**src/hdl/line_follow_pid_steering_macros.svh**
```systemverilog
// ----------------------------------------------------------------------------
// Line follower PID steering: assertion macros
// Shorthand for the concurrent checks in the steering engine.
// ----------------------------------------------------------------------------
`ifndef LINE_FOLLOW_PID_STEERING_MACROS_SVH
`define LINE_FOLLOW_PID_STEERING_MACROS_SVH

// Same-cycle implication, disabled while reset is low.
`define LFPS_ASSERT_IMP(lbl, clk, rst_n, ante, cons) \
    lbl: assert property (@(posedge clk) disable iff (!rst_n) (ante) |-> (cons)) \
        else $error("lfps check failed");

// Next-cycle implication, disabled while reset is low.
`define LFPS_ASSERT_NXT(lbl, clk, rst_n, ante, cons) \
    lbl: assert property (@(posedge clk) disable iff (!rst_n) (ante) |=> (cons)) \
        else $error("lfps check failed");

`endif

```
**src/hdl/lfps_pkg.sv**
```systemverilog
// ----------------------------------------------------------------------------
// Line follower PID steering: package
// Widths, reset values, register indexes, shared types and saturation helper.
// ----------------------------------------------------------------------------
package lfps_pkg;

    localparam int HISTORY_DEPTH = 5;

    localparam int SAMPLE_W   = 10;
    localparam int SCALE_W    = 10;
    localparam int TARGET_W   = 10;
    localparam int GAIN_W     = 16;
    localparam int BASE_W     = 8;
    localparam int POWER_W    = 16;
    localparam int HIST_W     = 16;
    localparam int CFG_IDX_W  = 3;
    localparam int CFG_DATA_W = 16;

    // Error in Q.8: target*256 minus sample*scale, with room for the sign.
    localparam int ERR_W  = SAMPLE_W + SCALE_W + 2;
    localparam int TRAP_W = HIST_W + $clog2(HISTORY_DEPTH) + 2;
    localparam int DIFF_W = HIST_W + 9;
    localparam int MULB_W = (TRAP_W > DIFF_W) ? TRAP_W : DIFF_W;
    localparam int PROD_W = GAIN_W + MULB_W;
    localparam int ACC_W  = PROD_W + 10;

    localparam int QUEUE_DEPTH = 2;
    localparam int QPTR_W      = (QUEUE_DEPTH > 1) ? $clog2(QUEUE_DEPTH) : 1;
    localparam int QCNT_W      = $clog2(QUEUE_DEPTH + 1);

    // Reset calibration: target sits at half of the black-to-white span.
    localparam int BRIGHT_SPAN = 160;
    localparam logic [TARGET_W-1:0]      TARGET_RESET = TARGET_W'(BRIGHT_SPAN / 2);
    localparam logic [SCALE_W-1:0]       SCALE_RESET  = SCALE_W'(256);
    localparam logic signed [GAIN_W-1:0] KP_RESET     = GAIN_W'(256);
    localparam logic signed [GAIN_W-1:0] KI_RESET     = '0;
    localparam logic signed [GAIN_W-1:0] KD_RESET     = '0;

    typedef enum logic [CFG_IDX_W-1:0] {
        CFG_TARGET = 3'd0,
        CFG_SCALE  = 3'd1,
        CFG_KP     = 3'd2,
        CFG_KI     = 3'd3,
        CFG_KD     = 3'd4
    } t_cfg_idx;

    typedef struct packed {
        logic [TARGET_W-1:0] target;
        logic [SCALE_W-1:0]  scale;
    } t_sensor_cfg;

    typedef struct packed {
        logic signed [GAIN_W-1:0] kp;
        logic signed [GAIN_W-1:0] ki;
        logic signed [GAIN_W-1:0] kd;
    } t_gains;

    typedef struct packed {
        logic signed [ERR_W-1:0]  err_q8;
        logic signed [BASE_W-1:0] base;
        logic                     edge_neg;
    } t_job;

    typedef struct packed {
        logic full;
        logic empty;
    } t_q_stat;

    typedef enum logic [2:0] {
        BK_IDLE,
        BK_MUL_P,
        BK_MUL_I,
        BK_MUL_D,
        BK_ACC,
        BK_STEER,
        BK_POWER
    } t_back_state;

    // Clamp a wide signed value to the 16-bit power range.
    function automatic logic signed [POWER_W-1:0] sat_power(
        input logic signed [ACC_W-1:0] v
    );
        logic [ACC_W-POWER_W:0] top;
        top = v[ACC_W-1:POWER_W-1];
        if (top == '0 || top == '1) begin
            return v[POWER_W-1:0];
        end else if (v[ACC_W-1]) begin
            return {1'b1, {(POWER_W-1){1'b0}}};
        end else begin
            return {1'b0, {(POWER_W-1){1'b1}}};
        end
    endfunction

endpackage

```
**src/hdl/lfps_sample_if.sv**
```systemverilog
// ----------------------------------------------------------------------------
// Line follower PID steering: sample channel
// Valid/ready channel carrying one sensor sample with drive settings.
// ----------------------------------------------------------------------------
interface lfps_sample_if;
    import lfps_pkg::*;

    logic                     valid;
    logic                     ready;
    logic [SAMPLE_W-1:0]      green_sample;
    logic signed [BASE_W-1:0] fwd_speed;
    logic                     edge_select;

    modport source (output valid, green_sample, fwd_speed, edge_select, input ready);
    modport sink   (input valid, green_sample, fwd_speed, edge_select, output ready);
endinterface

```
**src/hdl/lfps_power_if.sv**
```systemverilog
// ----------------------------------------------------------------------------
// Line follower PID steering: power channel
// Valid/ready channel carrying motor powers and the steering amount.
// ----------------------------------------------------------------------------
interface lfps_power_if;
    import lfps_pkg::*;

    logic                      valid;
    logic                      ready;
    logic signed [POWER_W-1:0] left_power;
    logic signed [POWER_W-1:0] right_power;
    logic signed [POWER_W-1:0] steer_value;

    modport source (output valid, left_power, right_power, steer_value, input ready);
    modport sink   (input valid, left_power, right_power, steer_value, output ready);
endinterface

```
**src/hdl/lfps_front.sv**
```systemverilog
// ----------------------------------------------------------------------------
// Line follower PID steering: front end
// Takes sample beats, forms the Q.8 error and the edge sign, pushes a job.
// ----------------------------------------------------------------------------
module lfps_front (
    lfps_sample_if.sink           i_sample_ch,
    input  lfps_pkg::t_sensor_cfg i_sensor_cfg,
    input  lfps_pkg::t_q_stat     i_q_stat,
    output logic                  o_push,
    output lfps_pkg::t_job        o_job
);
    import lfps_pkg::*;

    logic [SAMPLE_W+SCALE_W-1:0] scaled;
    logic signed [ERR_W-1:0]     target_q8;

    assign i_sample_ch.ready = !i_q_stat.full;
    assign o_push            = i_sample_ch.valid && !i_q_stat.full;

    assign scaled    = i_sample_ch.green_sample * i_sensor_cfg.scale;
    assign target_q8 = $signed(ERR_W'({i_sensor_cfg.target, 8'h00}));

    always_comb begin
        o_job.err_q8   = target_q8 - $signed(ERR_W'(scaled));
        o_job.base     = i_sample_ch.fwd_speed;
        o_job.edge_neg = i_sample_ch.edge_select;
    end
endmodule

```
**src/hdl/lfps_queue.sv**
```systemverilog
// ----------------------------------------------------------------------------
// Line follower PID steering: job queue
// Short FIFO between the front end and the steering engine.
// ----------------------------------------------------------------------------
module lfps_queue (
    input  logic              i_clk,
    input  logic              i_rst_n,
    input  logic              i_push,
    input  lfps_pkg::t_job    i_job,
    input  logic              i_pop,
    output lfps_pkg::t_job    o_job,
    output lfps_pkg::t_q_stat o_stat
);
    import lfps_pkg::*;

    t_job              r_mem [QUEUE_DEPTH];
    logic [QPTR_W-1:0] r_wr_ptr, n_wr_ptr;
    logic [QPTR_W-1:0] r_rd_ptr, n_rd_ptr;
    logic [QCNT_W-1:0] r_count, n_count;

    function automatic logic [QPTR_W-1:0] ptr_inc(input logic [QPTR_W-1:0] p);
        return (p == QPTR_W'(QUEUE_DEPTH - 1)) ? '0 : p + 1'b1;
    endfunction

    always_comb begin
        n_wr_ptr = i_push ? ptr_inc(r_wr_ptr) : r_wr_ptr;
        n_rd_ptr = i_pop  ? ptr_inc(r_rd_ptr) : r_rd_ptr;
        n_count  = r_count;
        if (i_push && !i_pop) begin
            n_count = r_count + 1'b1;
        end else if (i_pop && !i_push) begin
            n_count = r_count - 1'b1;
        end
    end

    always_ff @(posedge i_clk) begin
        if (!i_rst_n) begin
            r_wr_ptr <= '0;
            r_rd_ptr <= '0;
            r_count  <= '0;
        end else begin
            r_wr_ptr <= n_wr_ptr;
            r_rd_ptr <= n_rd_ptr;
            r_count  <= n_count;
        end
    end

    always_ff @(posedge i_clk) begin
        if (i_push) begin
            r_mem[r_wr_ptr] <= i_job;
        end
    end

    assign o_job        = r_mem[r_rd_ptr];
    assign o_stat.full  = (r_count == QCNT_W'(QUEUE_DEPTH));
    assign o_stat.empty = (r_count == '0);
endmodule

```
**src/hdl/lfps_back.sv**
```systemverilog
// ----------------------------------------------------------------------------
// Line follower PID steering: steering engine
// Runs P, I and D through one shared multiplier, truncates, saturates,
// drives the power output register and keeps the error history.
// ----------------------------------------------------------------------------
`include "line_follow_pid_steering_macros.svh"

module lfps_back (
    input  logic              i_clk,
    input  logic              i_rst_n,
    input  lfps_pkg::t_gains  i_gains,
    input  lfps_pkg::t_job    i_job,
    input  lfps_pkg::t_q_stat i_q_stat,
    output logic              o_pop,
    lfps_power_if.source      o_power_ch
);
    import lfps_pkg::*;

    t_back_state r_state, n_state;

    t_job                      r_job;
    logic signed [DIFF_W-1:0]  r_diff;
    logic signed [PROD_W-1:0]  r_prod;
    logic signed [ACC_W-1:0]   r_acc;
    logic signed [POWER_W-1:0] r_steer;
    logic signed [HIST_W-1:0]  r_hist [HISTORY_DEPTH];
    logic signed [TRAP_W-1:0]  r_trap;
    logic                      r_first;

    logic                      r_out_valid;
    logic signed [POWER_W-1:0] r_left, r_right, r_steer_out;

    logic                      out_free;
    logic                      load_out;
    logic signed [GAIN_W-1:0]  mul_a;
    logic signed [MULB_W-1:0]  mul_b;
    logic signed [PROD_W-1:0]  mul_p;
    logic signed [ACC_W-1:0]   acc_int;
    logic                      acc_frac;
    logic signed [ERR_W-1:0]   err_shr;
    logic signed [HIST_W-1:0]  err_int;
    logic signed [ACC_W-1:0]   base_x, steer_x;
    logic signed [TRAP_W-1:0]  trap_step;

    assign out_free = !r_out_valid || o_power_ch.ready;

    // Sequencer: one item at a time; three multiplies, then add, truncate and saturate, form the powers.
    always_comb begin
        n_state  = r_state;
        o_pop    = 1'b0;
        load_out = 1'b0;
        case (r_state)
            BK_IDLE: begin
                if (!i_q_stat.empty) begin
                    o_pop   = 1'b1;
                    n_state = BK_MUL_P;
                end
            end
            BK_MUL_P: n_state = BK_MUL_I;
            BK_MUL_I: n_state = BK_MUL_D;
            BK_MUL_D: n_state = BK_ACC;
            BK_ACC:   n_state = BK_STEER;
            BK_STEER: n_state = BK_POWER;
            BK_POWER: begin
                if (out_free) begin
                    load_out = 1'b1;
                    n_state  = BK_IDLE;
                end
            end
            default:  n_state = BK_IDLE;
        endcase
    end

    always_ff @(posedge i_clk) begin
        if (!i_rst_n) begin
            r_state <= BK_IDLE;
        end else begin
            r_state <= n_state;
        end
    end

    // Shared multiplier operand selection.
    always_comb begin
        case (r_state)
            BK_MUL_P: begin
                mul_a = i_gains.kp;
                mul_b = MULB_W'($signed(r_job.err_q8));
            end
            BK_MUL_I: begin
                mul_a = i_gains.ki;
                mul_b = MULB_W'(r_trap);
            end
            BK_MUL_D: begin
                mul_a = r_first ? '0 : i_gains.kd;
                mul_b = MULB_W'(r_diff);
            end
            default: begin
                mul_a = '0;
                mul_b = '0;
            end
        endcase
    end

    assign mul_p = mul_a * mul_b;

    // Division by 65536 truncating toward zero.
    assign acc_frac = r_acc[ACC_W-1] && (r_acc[15:0] != '0);
    assign acc_int  = (r_acc >>> 16) + $signed(ACC_W'(acc_frac));

    // Integer error, truncated toward zero.
    assign err_shr = ($signed(r_job.err_q8) >>> 8)
                   + $signed(ERR_W'(r_job.err_q8[ERR_W-1]
                                    && (r_job.err_q8[7:0] != '0)));
    assign err_int = HIST_W'(err_shr);

    assign base_x  = ACC_W'(r_job.base);
    assign steer_x = ACC_W'(r_steer);

    // The trapezoid sum moves by the new error plus the old head, less the two
    // oldest entries.
    assign trap_step = TRAP_W'(err_int) + TRAP_W'(r_hist[0])
                     - TRAP_W'(r_hist[HISTORY_DEPTH-2])
                     - TRAP_W'(r_hist[HISTORY_DEPTH-1]);

    always_ff @(posedge i_clk) begin
        case (r_state)
            BK_IDLE: begin
                if (o_pop) begin
                    r_job <= i_job;
                end
            end
            BK_MUL_P: begin
                r_prod <= mul_p;
                r_acc  <= '0;
                r_diff <= DIFF_W'($signed(r_job.err_q8)) - (DIFF_W'(r_hist[0]) <<< 8);
            end
            BK_MUL_I: begin
                r_prod <= mul_p;
                r_acc  <= r_acc + ACC_W'(r_prod);
            end
            BK_MUL_D: begin
                r_prod <= mul_p;
                r_acc  <= r_acc + (ACC_W'(r_prod) <<< 8);
            end
            BK_ACC: begin
                r_acc <= r_acc + ACC_W'(r_prod);
            end
            BK_STEER: begin
                r_steer <= sat_power(acc_int);
            end
            default: begin
            end
        endcase
    end

    // Error history, running trapezoid sum and first-sample flag.
    always_ff @(posedge i_clk) begin
        if (!i_rst_n) begin
            for (int i = 0; i < HISTORY_DEPTH; i++) begin
                r_hist[i] <= '0;
            end
            r_trap  <= '0;
            r_first <= 1'b1;
        end else if (load_out) begin
            for (int i = HISTORY_DEPTH - 1; i > 0; i--) begin
                r_hist[i] <= r_hist[i-1];
            end
            r_hist[0] <= err_int;
            r_trap    <= r_trap + trap_step;
            r_first   <= 1'b0;
        end
    end

    // Output register.
    always_ff @(posedge i_clk) begin
        if (!i_rst_n) begin
            r_out_valid <= 1'b0;
        end else if (load_out) begin
            r_out_valid <= 1'b1;
        end else if (o_power_ch.ready) begin
            r_out_valid <= 1'b0;
        end
    end

    always_ff @(posedge i_clk) begin
        if (load_out) begin
            r_steer_out <= r_steer;
            if (r_job.edge_neg) begin
                r_left  <= sat_power(base_x - steer_x);
                r_right <= sat_power(base_x + steer_x);
            end else begin
                r_left  <= sat_power(base_x + steer_x);
                r_right <= sat_power(base_x - steer_x);
            end
        end
    end

    assign o_power_ch.valid       = r_out_valid;
    assign o_power_ch.left_power  = r_left;
    assign o_power_ch.right_power = r_right;
    assign o_power_ch.steer_value = r_steer_out;

    `LFPS_ASSERT_NXT(a_pop_starts_item, i_clk, i_rst_n, o_pop, r_state == BK_MUL_P)
    `LFPS_ASSERT_NXT(a_load_sets_valid, i_clk, i_rst_n, load_out, r_out_valid && !r_first)
    `LFPS_ASSERT_NXT(a_hist_shifts, i_clk, i_rst_n, load_out, r_hist[1] == $past(r_hist[0]))
    `LFPS_ASSERT_IMP(a_valid_after_first, i_clk, i_rst_n, r_out_valid, !r_first)
endmodule

```
**src/hdl/line_follow_pid_steering.sv**
```systemverilog
// ----------------------------------------------------------------------------
// Line follower PID steering: top level
// Configuration registers, front end, job queue and steering engine.
//
//   channel      direction  beat contents
//   i_sample_ch  in         green_sample, fwd_speed, edge_select
//   o_power_ch   out        left_power, right_power, steer_value
//   i_cfg_*      in         write enable, register index, write data
//
// Each sample passes seven steps in the steering engine: fetching the job,
// three passes through the shared 16 x 25 multiplier, adding the last
// product, truncating and saturating, and forming the powers.
// A two-entry queue lets the front end take samples while the engine works.
// Reset is synchronous; it clears the error history and sets the first-sample
// flag, so the derivative term of the first beat is zero.
// A stalled output holds its beat and the engine waits in its last step.
// ----------------------------------------------------------------------------
module line_follow_pid_steering (
    input  logic                            i_clk,
    input  logic                            i_rst_n,
    lfps_sample_if.sink                     i_sample_ch,
    lfps_power_if.source                    o_power_ch,
    input  logic                            i_cfg_we,
    input  logic [lfps_pkg::CFG_IDX_W-1:0]  i_cfg_idx,
    input  logic [lfps_pkg::CFG_DATA_W-1:0] i_cfg_data
);
    import lfps_pkg::*;

    t_sensor_cfg r_sensor_cfg;
    t_gains      r_gains;
    t_job        push_job, head_job;
    t_q_stat     q_stat;
    logic        push, pop;

    always_ff @(posedge i_clk) begin
        if (!i_rst_n) begin
            r_sensor_cfg.target <= TARGET_RESET;
            r_sensor_cfg.scale  <= SCALE_RESET;
            r_gains.kp          <= KP_RESET;
            r_gains.ki          <= KI_RESET;
            r_gains.kd          <= KD_RESET;
        end else if (i_cfg_we) begin
            case (i_cfg_idx)
                CFG_TARGET: r_sensor_cfg.target <= i_cfg_data[TARGET_W-1:0];
                CFG_SCALE:  r_sensor_cfg.scale  <= i_cfg_data[SCALE_W-1:0];
                CFG_KP:     r_gains.kp          <= i_cfg_data[GAIN_W-1:0];
                CFG_KI:     r_gains.ki          <= i_cfg_data[GAIN_W-1:0];
                CFG_KD:     r_gains.kd          <= i_cfg_data[GAIN_W-1:0];
                default: begin
                end
            endcase
        end
    end

    lfps_front u_front (
        .i_sample_ch  (i_sample_ch),
        .i_sensor_cfg (r_sensor_cfg),
        .i_q_stat     (q_stat),
        .o_push       (push),
        .o_job        (push_job)
    );

    lfps_queue u_queue (
        .i_clk   (i_clk),
        .i_rst_n (i_rst_n),
        .i_push  (push),
        .i_job   (push_job),
        .i_pop   (pop),
        .o_job   (head_job),
        .o_stat  (q_stat)
    );

    lfps_back u_back (
        .i_clk      (i_clk),
        .i_rst_n    (i_rst_n),
        .i_gains    (r_gains),
        .i_job      (head_job),
        .i_q_stat   (q_stat),
        .o_pop      (pop),
        .o_power_ch (o_power_ch)
    );
endmodule

```
**src/flat_wrapper.sv**
```systemverilog
// flat-port wrapper written by rule: the top's interface ports become plain ports
module line_follow_pid_steering_flat import lfps_pkg::*;
  (i_clk, i_rst_n, i_cfg_we, i_cfg_idx, i_cfg_data, i_sample_ch_valid, i_sample_ch_green_sample, i_sample_ch_fwd_speed, i_sample_ch_edge_select, i_sample_ch_ready, o_power_ch_valid, o_power_ch_left_power, o_power_ch_right_power, o_power_ch_steer_value, o_power_ch_ready);
  lfps_sample_if i_sample_ch_i ();
  lfps_power_if o_power_ch_i ();
  input  logic i_clk;
  input  logic i_rst_n;
  input  logic i_cfg_we;
  input  logic [lfps_pkg::CFG_IDX_W-1:0] i_cfg_idx;
  input  logic [lfps_pkg::CFG_DATA_W-1:0] i_cfg_data;
  input wire logic [$bits(i_sample_ch_i.valid)-1:0] i_sample_ch_valid;
  input wire logic [$bits(i_sample_ch_i.green_sample)-1:0] i_sample_ch_green_sample;
  input wire logic [$bits(i_sample_ch_i.fwd_speed)-1:0] i_sample_ch_fwd_speed;
  input wire logic [$bits(i_sample_ch_i.edge_select)-1:0] i_sample_ch_edge_select;
  output wire logic [$bits(i_sample_ch_i.ready)-1:0] i_sample_ch_ready;
  output wire logic [$bits(o_power_ch_i.valid)-1:0] o_power_ch_valid;
  output wire logic [$bits(o_power_ch_i.left_power)-1:0] o_power_ch_left_power;
  output wire logic [$bits(o_power_ch_i.right_power)-1:0] o_power_ch_right_power;
  output wire logic [$bits(o_power_ch_i.steer_value)-1:0] o_power_ch_steer_value;
  input wire logic [$bits(o_power_ch_i.ready)-1:0] o_power_ch_ready;
  assign i_sample_ch_i.valid = i_sample_ch_valid;
  assign i_sample_ch_i.green_sample = i_sample_ch_green_sample;
  assign i_sample_ch_i.fwd_speed = i_sample_ch_fwd_speed;
  assign i_sample_ch_i.edge_select = i_sample_ch_edge_select;
  assign i_sample_ch_ready = i_sample_ch_i.ready;
  assign o_power_ch_valid = o_power_ch_i.valid;
  assign o_power_ch_left_power = o_power_ch_i.left_power;
  assign o_power_ch_right_power = o_power_ch_i.right_power;
  assign o_power_ch_steer_value = o_power_ch_i.steer_value;
  assign o_power_ch_i.ready = o_power_ch_ready;
  line_follow_pid_steering u_core (.i_clk(i_clk), .i_rst_n(i_rst_n), .i_sample_ch(i_sample_ch_i), .o_power_ch(o_power_ch_i), .i_cfg_we(i_cfg_we), .i_cfg_idx(i_cfg_idx), .i_cfg_data(i_cfg_data));
endmodule
```
**config.mk**
```make
export PLATFORM = sky130hd
export DESIGN_NAME = line_follow_pid_steering_flat
export DESIGN_NICKNAME = d
export VERILOG_FILES = /design/src/hdl/lfps_pkg.sv /design/src/hdl/lfps_sample_if.sv /design/src/hdl/lfps_power_if.sv /design/src/hdl/lfps_front.sv /design/src/hdl/lfps_queue.sv /design/src/hdl/lfps_back.sv /design/src/hdl/line_follow_pid_steering.sv /design/src/flat_wrapper.sv
export VERILOG_INCLUDE_DIRS = /design/src /design/src/hdl
export SDC_FILE = /design/constraint.sdc
export NUM_CORES = 2
export LEC_CHECK = 0
export ABC_AREA = 1
export BUFFER_PORTS_ARGS = -buffer_cell sky130_fd_sc_hd__buf_2
export CORE_ASPECT_RATIO = 1.75
export CORE_MARGIN = 2
export CORE_UTILIZATION = 40
export DETAILED_ROUTE_END_ITERATION = 8
export GPL_TIMING_DRIVEN = 0
export PLACE_DENSITY = 0.64
export SKIP_CTS_REPAIR_TIMING = 1
export SLEW_MARGIN = 5
export SYNTH_ARGS = -nofsm -noshare
export SYNTH_HDL_FRONTEND = slang
export SYNTH_SLANG_ARGS = --single-unit
```
**constraint.sdc**
```tcl
create_clock -name i_clk -period 8.2 [get_ports i_clk]
set_clock_uncertainty 0.2 [all_clocks]
set_input_delay 1.64 -clock i_clk [delete_from_list [all_inputs] [get_ports i_clk]]
set_output_delay 1.64 -clock i_clk [all_outputs]
set_load 0.02 [all_outputs]
```
# Word level (Yosys, flattened, before mapping)
# Memories as Yosys holds them, arrays and structs flattened. A register that Yosys moved wholly into a read port is not among the register bits.
# Cells that the tools add are included.
op_classes:
  bitwise_logic: 5
  mux: 36
  reduce_logical: 33
  n_addsub: 16
  n_eq_ne: 16
  multipliers: 2
op_table:
  columns: ["op", "n"]
  rows:
  - ["$mux W16", 14]
  - ["$pmux W51 S3", 1]
  - ["$eq A36 B36 Y1 const B", 3]
  - ["$logic_not A36 Y1", 3]
  - ["$pmux W25 S3", 1]
  - ["$add A51 B41 Y51", 1]
  - ["$add A51 B49 Y51", 1]
  - ["$pmux W16 S3", 1]
  - ["$mul A16 B25 Y41", 1]
  - ["$add A35 B2 Y36", 1]
  - ["$sub A22 B24 Y25", 1]
  - ["$add A21 B19 Y21", 1]
  - ["$pmux W3 S7", 1]
  - ["$sub A18 B20 Y21", 1]
  - ["$mul A10 B10 Y20", 1]
  - ["$sub A18 B16 Y19", 1]
  - ["$sub A17 B16 Y18", 1]
  - ["$add A15 B16 Y17", 1]
  - ["$add A8 B16 Y17", 1]
  - ["$sub A8 B16 Y17", 1]
  - ["$reduce_bool A16 Y1", 1]
  - ["$add A14 B2 Y15", 1]
  - ["$mux W1", 14]
  - ["$reduce_and A2 Y1", 7]
  - ["21 further kinds", 48]
word_totals:
  input_bits: 43
  ramBits: 142
  mem_count: 2
  regBits: 279
mem_list:
  columns: ["name", "depth", "word_bits", "rd", "rd_clocked_by_memory_dff", "write_ports", "line", "source"]
  rows:
  - ["u_core.u_back.r_hist", 5, 16, 5, 0, 5, "lfps_back.sv:26", "logic signed [HIST_W-1:0] r_hist [HISTORY_DEPTH];"]
  - ["u_core.u_queue.r_mem", 2, 31, 1, 1, 1, "lfps_queue.sv:16", "t_job r_mem [QUEUE_DEPTH];"]

# Longest topological paths before layout
logic_depth:
  ltp_word: 8
  ltp_mapped: 34
  depth_no_buf: 32

# Hierarchy
# A second synthesis with hierarchy kept.
unflattened:
  hier_cells: 6462
  hier_area_um2: 49678.9
modules_own_cells:
  columns: ["module", "n_inst", "area_each_um2", "seq_area_each_um2", "cells_per_inst"]
  rows:
  - ["lfps_back", 1, 40326.2, 9138.8, 5337]
  - ["lfps_front", 1, 4134.0, 0.0, 597]
  - ["line_follow_pid_steering", 1, 2746.4, 1361.3, 397]
  - ["lfps_queue", 1, 2472.4, 1961.9, 131]

# Worst setup path after synthesis
# Ideal clock, no wire load.
synth_timing:
  path_kind: "reg2reg"
  from: "register u_core.u_back.r_state[1]"
  to: "register u_core.u_back.r_prod[28], data pin"
  synth_period_minus_slack_ps: 6977
  stages_incl_launch_ff: 31
  path_buffers: 3
  setup_slack_ps: 1223
  arrival_time_ps: 6512
  required_ps: 7735
  cell_sequence: "dfxtp_1 > inv_1 > nand2_1 > nor2_1 > buf_2 > buf_2 > nand2_1 > o211ai_1 > buf_2 > nand2_1 > fa_1 > inv_1 > fa_1 > inv_1 > fa_1 > inv_1 > fa_1 > fa_1 > inv_1 > fa_1 > inv_1 > ha_1 > nand2_1 > nor2_1 > inv_1 > o21ai_0 > nand2_1 > nand2_1 > a21oi_1 > o21ai_0 > xor2_1"
synth_via:
  elab_chain_len: 3
  elab_cells_between_ends: 6
  cone_classes: "mul: 1; eq/ne: 3; mux: 2"
synth_rtl:
  columns: ["item", "line", "source"]
  rows:
  - ["start, declared", "lfps_back.sv:19", "t_back_state r_state, n_state;"]
  - ["start signal, assigned", "lfps_back.sv:78", "r_state <= n_state;"]
  - ["$eq A3 B2 Y1 / $eq A3 B1 Y1 (equally long branches)", "lfps_back.sv:84", "case (r_state)"]
  - ["$pmux W16 S3 / $pmux W25 S3 (equally long branches)", "lfps_back.sv:84", null]
  - ["$mul A16 B25 Y41 *", "lfps_back.sv:104", "assign mul_p = mul_a * mul_b;"]
  - ["net u_core.u_back.mul_p[28]", "lfps_back.sv:37", "logic signed [PROD_W-1:0] mul_p;"]
  - ["end signal, assigned", "lfps_back.sv:133", "r_prod <= mul_p;"]
  - ["end signal, assigned", "lfps_back.sv:138", "r_prod <= mul_p;"]
  - ["end signal, assigned", "lfps_back.sv:142", "r_prod <= mul_p;"]
  - ["end, declared", "lfps_back.sv:23", "logic signed [PROD_W-1:0] r_prod;"]
# The timed path passes the listed nets; every way through them passes the cells marked *.
# A chain may end at the register's enable or synchronous reset.

# Worst setup path after layout
layout_timing:
  from: "register u_core.u_back.r_state[2]"
  to: "register u_core.u_back.r_prod[28], data pin"
# The elaborated chain is that of the path after synthesis.

==> key figures <==
Finish
  – Share of layout cells above drive strength 1: 0.0555
  – Commonest non-fill, non-tap cell in the layout: nand2_1
  – Most frequent cells in the layout: nand2_1, inv_1, nor2_1
  – Post-Layout Cell Count: 8,130
  – Synthesis-to-layout area growth: 9.45%
  – Final #Nets: 7,359

Setup path
  – Setup CP Type: reg2reg
  – CP startpoint kind: flip-flop
  – FF-to-FF path depth: 28
  – Data arrival, critical path: 8.16 ns
  – Crit Reg-Reg Endpoint: u_core.u_back.r_prod[28]
  – Crit path from: u_core.u_back.r_state[2]
  – Worst Setup EP: u_core.u_back.r_prod[28]
  – Flop2flop setup slack: 0.19 ns
  – CP Capture Type: flip-flop
  – Reg2Reg Launch Point: u_core.u_back.r_state[2]
  – Most common cell on crit path: fa_1
  – Largest stage delay, worst path: 0.56 ns
  – Slowest CP cell: fa_1
  – WP data required: 8.36 ns
  – Crit path max fanout: 10

Power and ir drop
  – Logic pwr share: 0.632
  – PwrDens: 327 nW/um^2
  – P_leak: 27.0 nW
  – Cell Int Power: 7.83 mW
  – Sw power: 9.60 mW
  – Final total power: 17.4 mW
  – Sw Share: 0.551
  – Sequential Power Share: 0.243
  – Clock network power share: 0.125
  – Peak VDD IR: 0.210 mV

Drt
  – Via density: 5.16
  – Met2 WL: 94,200 um
  – Routed via count: 41,948
  – Initial DRC Count: 2,258
  – DRT antenna net count: 0
  – Final WL: 176,000 um
  – # DRC: 0
  – WL met3: 8000 um
  – Highest Signal Layer: met4
  – Metal-1 WL: 54,500 um
  – Average wire per standard cell: 21.7 um
  – DRT Pass-1 Iters: 7

STA
  – Setup TNS: 0 ns
  – Least-Margin Pin Slew: 1.15 ns
  – Final WS setup: 0.194 ns
  – Max-slew headroom: 0.223
  – Max Slew Vio Count: 0
  – Final worst path period need: 8.01 ns
  – Hold Fails Final Rpt: 0
  – WHS: 0.257 ns
  – Number of setup violations in the final report: 0
  – Fin crit share: 0.976
  – RSZ-0062 raised after global routing: true
  – Fmax: 125 MHz

Floorplan
  – Rows: 169
  – Die width: 268 um
  – Die area: 125,000 sq um
  – Die H: 466 um
  – I/O Pins: 93
  – Core area: 121,000 sq um
  – Initial Utilization: 0.402

Global route
  – Initial antenna violation count: 6
  – Vias in the first global route: 43,505
  – Largest net degree at the start of global routing: 45
  – Gr usage total: 0.283
  – Gr ovfl total: 0
  – First-pass GRT wire length: 260,000 um

Yosys
  – Syn nets: 7,194
  – Register bit total from synthesis: 444
  – Cell count after synthesis: 6,302
  – YS warnings: 0
  – Sequential area share after synthesis: 0.253
  – Asr flop ratio synth: 0
  – Post-Synthesis Cell Area: 48,700 sq um
  – Synth Flop Type: edfxtp_1
  – Synth cell types: 57
  – Mapped Avg Cell Area: 7.73 sq um
  – EDFF count, synth: 346

Status
  – Status: finished clean

Clock network
  – Num CTS Buffers: 45
  – Clk slew on worst S/H paths: 0.07 ns
  – H-tree depth: 2
  – Clock buffer depth: 3
  – CTS root buf: clkbuf_16
  – Clk_lat worst skew: 0.64 ns
  – CTS tree: built
  – Clock Sink Count: 444

Place
  – Hpwl dp: 150,000 um
  – Port Buffers: 82
  – DP Worst Slack: -0.580 ns
  – Placed Cells: 8,016
  – Gpl congestion: 1.06

Hold path
  – Hold Crit Class: reg2reg

Job
  – Total of max-cap violations: 0
==> registers in the layout, summed over array words and instances (netlist names), 2 cells and up <==
register and count:
u_core.r_gains 48, u_core.r_sensor_cfg 20, u_core.u_back.base_x 8, u_core.u_back.o_power_ch.left_power 16, u_core.u_back.o_power_ch.right_power 16, u_core.u_back.o_power_ch.steer_value 16
u_core.u_back.r_acc 51, u_core.u_back.r_diff 25, u_core.u_back.r_hist 75, u_core.u_back.r_job 22, u_core.u_back.r_prod 41, u_core.u_back.r_state 3
u_core.u_back.r_steer 16, u_core.u_back.r_trap 21, u_core.u_queue.r_count 2, u_core.u_queue.r_mem 60
==> critical path, delay by kind of cell, from the launching register on <==
family	cells	cell delay [ns]
fa+ha+maj	7	3.55
compound gates	6	1.31
buf+inv	8	1.20
simple gates	6	0.88
flops	1	0.39
xor+xnor	1	0.17
==> cell families (layout without fill, tap and decap cells) <==
| kind of cell | count (synthesis) | after routing | synth area share |
|---|---|---|---|
| DFF | 444 | 444 | 0.253 |
| adders and majority gates | 849 | 849 | 0.299 |
| AOI/OAI and AO/OA | 798 | 798 | 0.0922 |
| other | 0 | 2 | 0 |
| and+or+nand+nor | 2511 | 2511 | 0.207 |
| xor gates and xnor gates | 143 | 143 | 0.0257 |
| buffers and inverters | 1557 | 1759 | 0.122 |
==> through the flow <==
step,utilization,area [sq um]
detailed placement,0.424,51400
global route,0.440,53300
CTS,0.437,52900
global placement,0.422,51200
finish,0.440,53300
floorplan,-,48700
==> power by group through the flow <==
stage | combinational (mW) | clock [mW] | sequential, mW
5_1_grt | 12.1 | 2.28 | 4.21
6_report | 11.0 | 2.18 | 4.24
4_1_cts | 10.7 | 2.22 | 4.18
3_5_place_dp | 10.7 | 0 | 4.23
3_3_place_gp | 10.5 | 0 | 4.26
2_1_floorplan | 7.05 | 0 | 3.66
==> area by class of cell <==
type | instances | area [sq um]
antenna | 2 | 5.00
buffer | 152 | 729
clock buffer | 54 | 1160
clock inverter | 30 | 370
fill | 12380 | 67800
inverter | 1405 | 5270
multi-input combinational | 4301 | 30600
sequential | 444 | 12400
tap | 1624 | 2030
timing repair buffer | 118 | 798
==> worst min path at each step <==
stage	from	to	slack [ns]	cells past startpoint
finish	u_core.r_gains[24]	u_core.r_gains[24]	0.26	2
global route	u_core.r_gains[24]	u_core.r_gains[24]	0.28	2
CTS	u_core.r_gains[31]	u_core.r_gains[31]	0.25	2
detailed placement	u_core.r_gains[31]	u_core.r_gains[31]	0.24	2
global placement	u_core.r_gains[31]	u_core.r_gains[31]	0.24	2
floorplan	u_core.r_gains[31]	u_core.r_gains[31]	0.22	2
==> cells in the mapped netlist (50+ instances only) <==
| cell type | instances | area share |
|---|---|---|
| xnor2_1 | 50 | 0.0090 |
| fa_1 | 528 | 0.22 |
| inv_1 | 1397 | 0.11 |
| nor2_1 | 587 | 0.045 |
| o21ai_0 | 306 | 0.031 |
| a21oi_1 | 312 | 0.032 |
| clkbuf_1 | 77 | 0.0059 |
| edfxtp_1 | 346 | 0.21 |
| buf_2 | 64 | 0.0066 |
| nand2_1 | 1563 | 0.12 |
| xor2_1 | 93 | 0.017 |
| ha_1 | 321 | 0.082 |
| nand3_1 | 193 | 0.020 |
| dfxtp_1 | 98 | 0.040 |
==> routing by layer <==
layer  track usage  up-vias
li1              -    19812
met1         0.254    20120
met2         0.539     1370
met3        0.0393      646
met4         0.255        0
met5             0        -
Note: power is estimated with default switching activity, not from simulation.
